File: src/design/gcl_pkg.sv
// ----------------------------------------------------------------------------
// gcl_pkg: shared types and constants for the gcd/lcm unit
// Port widths, the default operand width and the controller/datapath links.
// ----------------------------------------------------------------------------
`default_nettype none

package gcl_pkg;

  localparam int OPERAND_WIDTH_DEF = 32;
  localparam int OPERAND_PORT_W = 32;
  localparam int GCD_PORT_W = 32;
  localparam int LCM_PORT_W = 64;

  // Commands from the controller to the datapath.
  typedef struct packed {
    logic load;         // capture operands, handle zero operands
    logic common_step;  // strip a shared factor of two
    logic reduce_step;  // one binary gcd reduction
    logic fin_gcd;      // restore the shared factors of two
    logic div_init;     // start dividing a by the gcd
    logic div_step;     // one quotient bit
    logic mult;         // form the lcm
  } gcl_cmd_t;

  // Status from the datapath to the controller.
  typedef struct packed {
    logic zero_case;    // an incoming operand is zero
    logic both_even;
    logic equal;
    logic cnt_zero;
  } gcl_status_t;

endpackage

`default_nettype wire

File: src/design/gcd_lcm_unit.sv
// ----------------------------------------------------------------------------
// gcd_lcm_unit: greatest common divisor and least common multiple
// Binary gcd, then lcm as (a / gcd) * b at double width.
// ----------------------------------------------------------------------------
// Channel   Signals                                   Transfer
// command   start, busy, operand_a, operand_b         start && !busy
// result    done, gcd_value, lcm_value, lcm_undefined done (one cycle)
//
// A zero operand goes from the transfer straight to the result. Otherwise the
// sequencer runs the gcd loops (one shift or subtract per step, each loop
// ending in an exit check), restores the shared factors of two, runs the
// bit-serial divider, forms the lcm in the multiplier and then presents the
// result.
// Synchronous reset returns the sequencer to idle; results are not stalled.
// ----------------------------------------------------------------------------
`default_nettype none

module gcd_lcm_unit
  import gcl_pkg::*;
#(
  parameter int OPERAND_WIDTH = OPERAND_WIDTH_DEF
) (
  input  wire logic                      clk,
  input  wire logic                      rst,
  input  wire logic                      start,
  output logic                           busy,
  input  wire logic [OPERAND_PORT_W-1:0] operand_a,
  input  wire logic [OPERAND_PORT_W-1:0] operand_b,
  output logic                           done,
  output logic [GCD_PORT_W-1:0]          gcd_value,
  output logic [LCM_PORT_W-1:0]          lcm_value,
  output logic                           lcm_undefined
);

  gcl_cmd_t    cmd;
  gcl_status_t status;

  gcl_ctrl u_ctrl (
    .clk    (clk),
    .rst    (rst),
    .start  (start),
    .status (status),
    .cmd    (cmd),
    .busy   (busy),
    .done   (done)
  );

  gcl_datapath #(
    .OPERAND_WIDTH (OPERAND_WIDTH)
  ) u_datapath (
    .clk           (clk),
    .operand_a     (operand_a),
    .operand_b     (operand_b),
    .cmd           (cmd),
    .status        (status),
    .gcd_value     (gcd_value),
    .lcm_value     (lcm_value),
    .lcm_undefined (lcm_undefined)
  );

`ifndef NO_ASSERTIONS
  a_done_single: assert property (@(posedge clk) disable iff (rst)
    done |=> !done)
    else $error("result strobe lasted more than one cycle");

  a_start_busy: assert property (@(posedge clk) disable iff (rst)
    (start && !busy) |=> busy)
    else $error("accepted command did not raise busy");

  a_undef_zero: assert property (@(posedge clk) disable iff (rst)
    (done && lcm_undefined) |-> (gcd_value == '0 && lcm_value == '0))
    else $error("undefined lcm with nonzero results");

  a_gcd_nonzero: assert property (@(posedge clk) disable iff (rst)
    (done && !lcm_undefined) |-> (gcd_value != '0))
    else $error("zero gcd for nonzero operands");
`endif

endmodule

`default_nettype wire

File: src/design/gcl_ctrl.sv
// ----------------------------------------------------------------------------
// gcl_ctrl: sequencer of the gcd/lcm unit
// Steps the datapath through binary gcd, division and multiplication.
// ----------------------------------------------------------------------------
`default_nettype none

module gcl_ctrl
  import gcl_pkg::*;
(
  input  wire logic        clk,
  input  wire logic        rst,
  input  wire logic        start,
  input  wire gcl_status_t status,
  output gcl_cmd_t         cmd,
  output logic             busy,
  output logic             done
);

  localparam logic [2:0] ST_IDLE   = 3'd0;
  localparam logic [2:0] ST_COMMON = 3'd1;
  localparam logic [2:0] ST_REDUCE = 3'd2;
  localparam logic [2:0] ST_FIN    = 3'd3;
  localparam logic [2:0] ST_DIVIDE = 3'd4;
  localparam logic [2:0] ST_MULT   = 3'd5;
  localparam logic [2:0] ST_DONE   = 3'd6;

  logic [2:0] state;
  logic [2:0] state_next;

  always_ff @(posedge clk) begin
    if (rst) begin
      state <= ST_IDLE;
    end else begin
      state <= state_next;
    end
  end

  always_comb begin
    state_next = state;
    cmd = '0;
    unique case (state)
      ST_IDLE: begin
        if (start) begin
          cmd.load = 1'b1;
          state_next = status.zero_case ? ST_DONE : ST_COMMON;
        end
      end
      ST_COMMON: begin
        if (status.both_even) begin
          cmd.common_step = 1'b1;
        end else begin
          state_next = ST_REDUCE;
        end
      end
      ST_REDUCE: begin
        if (status.equal) begin
          state_next = ST_FIN;
        end else begin
          cmd.reduce_step = 1'b1;
        end
      end
      ST_FIN: begin
        cmd.fin_gcd = 1'b1;
        cmd.div_init = 1'b1;
        state_next = ST_DIVIDE;
      end
      ST_DIVIDE: begin
        cmd.div_step = 1'b1;
        if (status.cnt_zero) begin
          state_next = ST_MULT;
        end
      end
      ST_MULT: begin
        cmd.mult = 1'b1;
        state_next = ST_DONE;
      end
      ST_DONE: begin
        state_next = ST_IDLE;
      end
      default: begin
        state_next = ST_IDLE;
      end
    endcase
  end

  assign busy = (state != ST_IDLE);
  assign done = (state == ST_DONE);

endmodule

`default_nettype wire

File: src/design/gcl_datapath.sv
// ----------------------------------------------------------------------------
// gcl_datapath: arithmetic of the gcd/lcm unit
// Binary gcd registers, a bit-serial divider and a combinational multiplier.
// ----------------------------------------------------------------------------
`default_nettype none

module gcl_datapath
  import gcl_pkg::*;
#(
  parameter int OPERAND_WIDTH = OPERAND_WIDTH_DEF
) (
  input  wire logic                      clk,
  input  wire logic [OPERAND_PORT_W-1:0] operand_a,
  input  wire logic [OPERAND_PORT_W-1:0] operand_b,
  input  wire gcl_cmd_t                  cmd,
  output gcl_status_t                    status,
  output logic [GCD_PORT_W-1:0]          gcd_value,
  output logic [LCM_PORT_W-1:0]          lcm_value,
  output logic                           lcm_undefined
);

  localparam int W = OPERAND_WIDTH;
  localparam int CW = $clog2(W);

  logic [W-1:0]   opa;
  logic [W-1:0]   opb;
  logic [W-1:0]   a_reg;
  logic [W-1:0]   b_reg;
  logic [W-1:0]   x;
  logic [W-1:0]   y;
  logic [CW-1:0]  k;
  logic [W-1:0]   g;
  logic [W-1:0]   quo;
  logic [W-1:0]   rem;
  logic [CW-1:0]  cnt;
  logic [W:0]     rem_shift;
  logic [W-1:0]   rem_diff;
  logic [W-1:0]   x_minus_y;
  logic [W-1:0]   y_minus_x;
  logic [2*W-1:0] product;

  assign opa = operand_a[W-1:0];
  assign opb = operand_b[W-1:0];

  assign x_minus_y = x - y;
  assign y_minus_x = y - x;
  assign rem_shift = {rem, quo[W-1]};
  // The remainder stays below g, so the difference fits in W bits.
  assign rem_diff = rem_shift[W-1:0] - g;
  assign product = quo * b_reg;

  always_ff @(posedge clk) begin
    if (cmd.load) begin
      a_reg <= opa;
      b_reg <= opb;
      x <= opa;
      y <= opb;
      k <= '0;
      // Zero operands finish here; the other paths overwrite the gcd and lcm later.
      gcd_value <= GCD_PORT_W'(opa | opb);
      lcm_value <= '0;
      lcm_undefined <= (opa == '0) && (opb == '0);
    end
    if (cmd.common_step) begin
      x <= x >> 1;
      y <= y >> 1;
      k <= k + 1'b1;
    end
    if (cmd.reduce_step) begin
      // At least one of x and y is odd; both odd shrinks the larger one.
      if (!x[0]) begin
        x <= x >> 1;
      end else if (!y[0]) begin
        y <= y >> 1;
      end else if (x > y) begin
        x <= x_minus_y >> 1;
      end else begin
        y <= y_minus_x >> 1;
      end
    end
    if (cmd.fin_gcd) begin
      g <= x << k;
      gcd_value <= GCD_PORT_W'(x << k);
    end
    if (cmd.div_init) begin
      quo <= a_reg;
      rem <= '0;
      cnt <= CW'(W - 1);
    end
    if (cmd.div_step) begin
      cnt <= cnt - 1'b1;
      if (rem_shift >= {1'b0, g}) begin
        rem <= rem_diff;
        quo <= {quo[W-2:0], 1'b1};
      end else begin
        rem <= rem_shift[W-1:0];
        quo <= {quo[W-2:0], 1'b0};
      end
    end
    if (cmd.mult) begin
      lcm_value <= LCM_PORT_W'(product);
    end
  end

  assign status.zero_case = (opa == '0) || (opb == '0);
  assign status.both_even = !x[0] && !y[0];
  assign status.equal = (x == y);
  assign status.cnt_zero = (cnt == '0);

endmodule

`default_nettype wire

File: config.mk
export PLATFORM = sky130hd
export DESIGN_NAME = gcd_lcm_unit
export DESIGN_NICKNAME = d
export VERILOG_FILES = /design/src/design/gcl_pkg.sv /design/src/design/gcd_lcm_unit.sv /design/src/design/gcl_ctrl.sv /design/src/design/gcl_datapath.sv
export SDC_FILE = /design/constraint.sdc
export NUM_CORES = 2
export LEC_CHECK = 0
export BUFFER_PORTS_ARGS = -buffer_cell sky130_fd_sc_hd__buf_2
export CORE_MARGIN = 4
export CORE_UTILIZATION = 66
export DETAILED_ROUTE_END_ITERATION = 10
export PLACE_DENSITY_LB_ADDON = 0.25
export SYNTH_ARGS = -nofsm -noshare
export SYNTH_HDL_FRONTEND = slang
export SYNTH_SLANG_ARGS = --single-unit
File: constraint.sdc
create_clock -name clk -period 9.1 [get_ports clk]
set_input_delay 1.82 -clock clk [delete_from_list [all_inputs] [get_ports clk]]
set_output_delay 1.82 -clock clk [all_outputs]
set_load 0.05 [all_outputs]
==> impl_metrics.prom <==
# TYPE chip_impl_metric gauge
chip_impl_metric{name="timing.final.max_slew_violations",unit=""} 0
chip_impl_metric{name="drt_iter0_markers",unit=""} 4200
chip_impl_info{name="start_kind",value="flip-flop"} 1
chip_impl_metric{name="globalRouteOverflowTotal",unit=""} 0
chip_impl_metric{name="finalClockSkew",unit="ns"} 0.0351
chip_impl_metric{name="async_flop_share",unit=""} 0
chip_impl_metric{name="instance_count_along_the_most_critical_hold_path",unit=""} 2
chip_impl_metric{name="final.setup.tns",unit="ns"} 0
chip_impl_info{name="worst_hold_path.endpoint",value="u_datapath.y[31]$_DFF_P_"} 1
chip_impl_metric{name="drt-wirelength-per-cell",unit="µm"} 23.1
chip_impl_metric{name="worst_slew_pin_slew",unit="ns"} 1.39
chip_impl_metric{name="final_layout_size_suffix_gt1_frac",unit=""} 0.0672
chip_impl_metric{name="area_growth_syn_to_layout",unit="%"} 5.46
chip_impl_metric{name="maximum_number_of_pins_on_one_net_before_global_route_repair",unit=""} 71
chip_impl_info{name="crit_type",value="reg2reg"} 1
chip_impl_metric{name="synth.lib_cells_used.distinct",unit=""} 88
chip_impl_metric{name="final_net_count",unit=""} 7114
chip_impl_info{name="regToRegEndpoint",value="u_datapath.lcm_value[62]$_SDFFCE_PN0P_"} 1
chip_impl_metric{name="core-area",unit="µm²"} 80400
chip_impl_metric{name="slew-limit-headroom",unit=""} 0.0766
chip_impl_metric{name="synth_fp_nets",unit=""} 7148
chip_impl_metric{name="max_cap_violations",unit=""} 0
chip_impl_info{name="cts_tree",value="built"} 1
chip_impl_info{name="clk_tree_root_cell",value="sky130_fd_sc_hd__clkbuf_16"} 1
chip_impl_metric{name="numPortBuffers",unit=""} 165
chip_impl_metric{name="crit_arrival",unit="ns"} 8.71
chip_impl_metric{name="ys_seq_area_frac",unit=""} 0.175
chip_impl_metric{name="post-cts-setup-buffer-count",unit=""} 0
chip_impl_metric{name="antenna_found_initial",unit=""} 3
chip_impl_metric{name="worst_slack",unit="ns"} 0.696
chip_impl_info{name="r2r-start",value="u_datapath.b_reg[9]$_DFFE_PP_"} 1
chip_impl_metric{name="total_wirelength_of_the_detailed_routed_design",unit="µm"} 159000
chip_impl_info{name="leading_cell_types_in_the_layout_fill_and_taps_excluded",value="sky130_fd_sc_hd__inv_1 (974), sky130_fd_sc_hd__fa_1 (899), sky130_fd_sc_hd__nand2_1 (777)"} 1
chip_impl_info{name="layout_commonest_cell",value="sky130_fd_sc_hd__inv_1"} 1
chip_impl_metric{name="gp_routability_congestion",unit=""} 1.02
chip_impl_metric{name="reg2regPathDepth",unit=""} 21
chip_impl_metric{name="clk-insertion-delay-late",unit="ns"} 0.61
chip_impl_metric{name="fp.dieW",unit="µm"} 293
chip_impl_metric{name="post_drt_via_cell_ratio",unit=""} 6.12
chip_impl_info{name="rsz0062_at_grt",value="false"} 1
chip_impl_metric{name="synth_edf_count",unit=""} 267
chip_impl_metric{name="synthesis.yosys.warnings",unit=""} 0
chip_impl_metric{name="detail_route.drc_violations",unit=""} 0
chip_impl_metric{name="num_rows",unit=""} 104
chip_impl_metric{name="clk_pin_slew",unit="ns"} 0.07
chip_impl_metric{name="antenna_violating_nets_post_route",unit=""} 0
chip_impl_metric{name="grt_pass1_wl",unit="µm"} 249000
chip_impl_metric{name="register_bit_total_from_synthesis",unit=""} 334
chip_impl_metric{name="die_area",unit="µm²"} 85700
chip_impl_metric{name="final.min_clock_period",unit="ns"} 8.40
chip_impl_metric{name="required",unit="ns"} 9.41
chip_impl_metric{name="synth_instances",unit=""} 5821
chip_impl_info{name="hold_path.startpoint",value="u_datapath.y[31]$_DFF_P_"} 1
chip_impl_metric{name="achievable-frequency",unit="MHz"} 119
chip_impl_metric{name="cts-buffers-inserted",unit=""} 40
chip_impl_metric{name="ctsHoldBuffers",unit=""} 0
chip_impl_metric{name="timing.final.crit_share",unit=""} 0.924
chip_impl_metric{name="dp.final_hpwl",unit="µm"} 127000
chip_impl_metric{name="crit_fanout",unit=""} 26
chip_impl_metric{name="floorplan.initialDensity",unit=""} 0.666
chip_impl_metric{name="fill_cell_total_of_the_finished_layout",unit=""} 6220
chip_impl_info{name="register_containing_the_most_flip_flops_in_the_final_layout",value="u_datapath.lcm_value"} 1
chip_impl_metric{name="largest_register_ffs",unit=""} 64
chip_impl_metric{name="r2r_slack",unit="ns"} 0.70
chip_impl_metric{name="cts_resized",unit=""} 0
chip_impl_metric{name="ios",unit=""} 166
chip_impl_info{name="classification_of_the_worst_slack_hold_path",value="reg2reg"} 1
chip_impl_metric{name="clock_sink_count",unit=""} 334
chip_impl_metric{name="die_y",unit="µm"} 293
chip_impl_info{name="setup.worst_path.end_class",value="flip-flop"} 1
chip_impl_metric{name="final-setup-viol-count",unit=""} 0
chip_impl_metric{name="cts_max_level",unit=""} 2
chip_impl_metric{name="place_worst_setup_slack",unit="ns"} 0.844
chip_impl_metric{name="cts.path.max_buffers",unit=""} 3
chip_impl_metric{name="detailroute.via_count",unit=""} 42100
chip_impl_info{name="run_status",value="finished clean"} 1
chip_impl_metric{name="syn_area_per_cell",unit="µm²"} 9.20
chip_impl_metric{name="first_global_vias",unit=""} 43800
chip_impl_metric{name="finalHoldViolations",unit=""} 0
chip_impl_metric{name="synth_area",unit="µm²"} 53500
chip_impl_info{name="synthFlopType",value="sky130_fd_sc_hd__edfxtp_1"} 1
chip_impl_metric{name="grt.total_usage",unit=""} 0.375
chip_impl_metric{name="drt-pass1-iter-count",unit=""} 7
-- worst max path at each step --
stage	to	depth (start not counted)	start	slack, ns
4_1_cts	u_datapath.lcm_value[50]$_SDFFCE_PN0P_	21	u_datapath.b_reg[9]$_DFFE_PP_	0.81
5_1_grt	u_datapath.lcm_value[56]$_SDFFCE_PN0P_	22	u_datapath.quo[6]$_DFFE_PP_	0.38
3_3_place_gp	u_datapath.lcm_value[56]$_SDFFCE_PN0P_	22	u_datapath.quo[6]$_DFFE_PP_	0.99
2_1_floorplan	u_datapath.lcm_value[50]$_SDFFCE_PN0P_	24	u_datapath.b_reg[2]$_DFFE_PP_	1.90
3_5_place_dp	u_datapath.lcm_value[56]$_SDFFCE_PN0P_	21	u_datapath.quo[6]$_DFFE_PP_	0.84
6_report	u_datapath.lcm_value[62]$_SDFFCE_PN0P_	21	u_datapath.b_reg[9]$_DFFE_PP_	0.70
-- kinds of logic (layout without fill, tap and decap cells) --
group	Yosys count	after routing	synth area share
xor gates and xnor gates	145	145	0.0237
adders and majority gates	1260	1260	0.421
muxes	97	97	0.0216
DFF	334	334	0.175
and+or+nand+nor	1904	1904	0.173
buffers and inverters	1321	1315	0.0948
other	0	3	0
AOI/OAI and AO/OA	760	760	0.0918
-- worst max-delay path, stage by stage, from the launching register on --
cell and delay [ns]:
sky130_fd_sc_hd__edfxtp_1 1.01, sky130_fd_sc_hd__and2_1 0.27, sky130_fd_sc_hd__fa_1 0.46, sky130_fd_sc_hd__fa_1 0.62, sky130_fd_sc_hd__inv_1 0.08, sky130_fd_sc_hd__fa_1 0.56
sky130_fd_sc_hd__fa_1 0.47, sky130_fd_sc_hd__fa_1 0.55, sky130_fd_sc_hd__inv_1 0.05, sky130_fd_sc_hd__fa_1 0.45, sky130_fd_sc_hd__fa_1 0.52, sky130_fd_sc_hd__fa_1 0.42
sky130_fd_sc_hd__ha_1 0.45, sky130_fd_sc_hd__nand4_1 0.21, sky130_fd_sc_hd__or4_1 0.53, sky130_fd_sc_hd__or4_1 0.46, sky130_fd_sc_hd__nand4_1 0.15, sky130_fd_sc_hd__o21ai_2 0.14
sky130_fd_sc_hd__o22ai_2 0.28, sky130_fd_sc_hd__o21ai_0 0.16, sky130_fd_sc_hd__a21oi_1 0.17, sky130_fd_sc_hd__nor3b_1 0.07
-- cell usage after synthesis, drive strengths merged, types with 5 or more instances --
cell      n  area (µm²)
ha      361        4520
dfxtp    67        1340
o22ai    22         144
and3     17         106
a21o     83         623
nand2b   16         100
nor3     28         140
o31a      5        43.8
a222oi    8        80.1
nor4     22         138
nand4    59         375
buf      68         372
edfxtp  267        8020
xnor2    97         850
a211oi   36         280
a221oi   10        87.6
o221ai   30         263
or3       8        50.1
fa      899       18000
xor2     48         420
a31oi    36         225
mux2      9         101
a221o    11         110
nor2    283        1060
o21bai   29         218
clkbuf  275        1030
inv     977        3670
mux4     14         315
and4      8        70.1
o31ai    18         154
mux2i    74         741
a21boi    6        45.1
o211ai   12        95.1
and2    611        3820
o21a     23         173
or2       7        43.8
nand2   781        2930
nor2b    19         119
o21ai   136         703
nand3    30         155
a21oi   254        1280
o211a     5        50.1
-- layout make-up --
class	instances	area, µm²	share of cell area
clock buffer	47	1060	0.0187
multi-input combinational	4166	39100	0.693
inverter	978	3670	0.0651
tap	1060	1330	0.0235
antenna	3	7.51	0.000133
sequential	334	9360	0.166
timing repair buffer	267	1590	0.0282
clock inverter	23	319	0.00565
-- routing by layer --
metal / vias up / track usage / share of wire / routed length [µm]
li1: 18300 / - / - / -
met1: 20900 / 0.501 / 0.38 / 61100
met2: 2395 / 0.591 / 0.45 / 71600
met3: 465 / 0.0939 / 0.11 / 18200
met4: 0 / 0.158 / 0.052 / 8300
met5: - / 0 / 0 / 0
-- metrics by stage --
| stage | std cells | util | cell area, µm² | hold slack (ns) |
|---|---|---|---|---|
| finish | 6878 | 0.702 | 56400 | 0.484 |
| global route | 6876 | 0.702 | 56400 | 0.529 |
| CTS | 6875 | 0.702 | 56400 | 0.481 |
| detailed placement | 6805 | 0.685 | 55100 | 0.473 |
| global placement | 6805 | 0.685 | 55100 | 0.461 |
| floorplan | 5821 | - | 53500 | 0.449 |
Power is not shown: default switching activity piles up to over one toggle a cycle in this logic, so the estimate is an artifact.
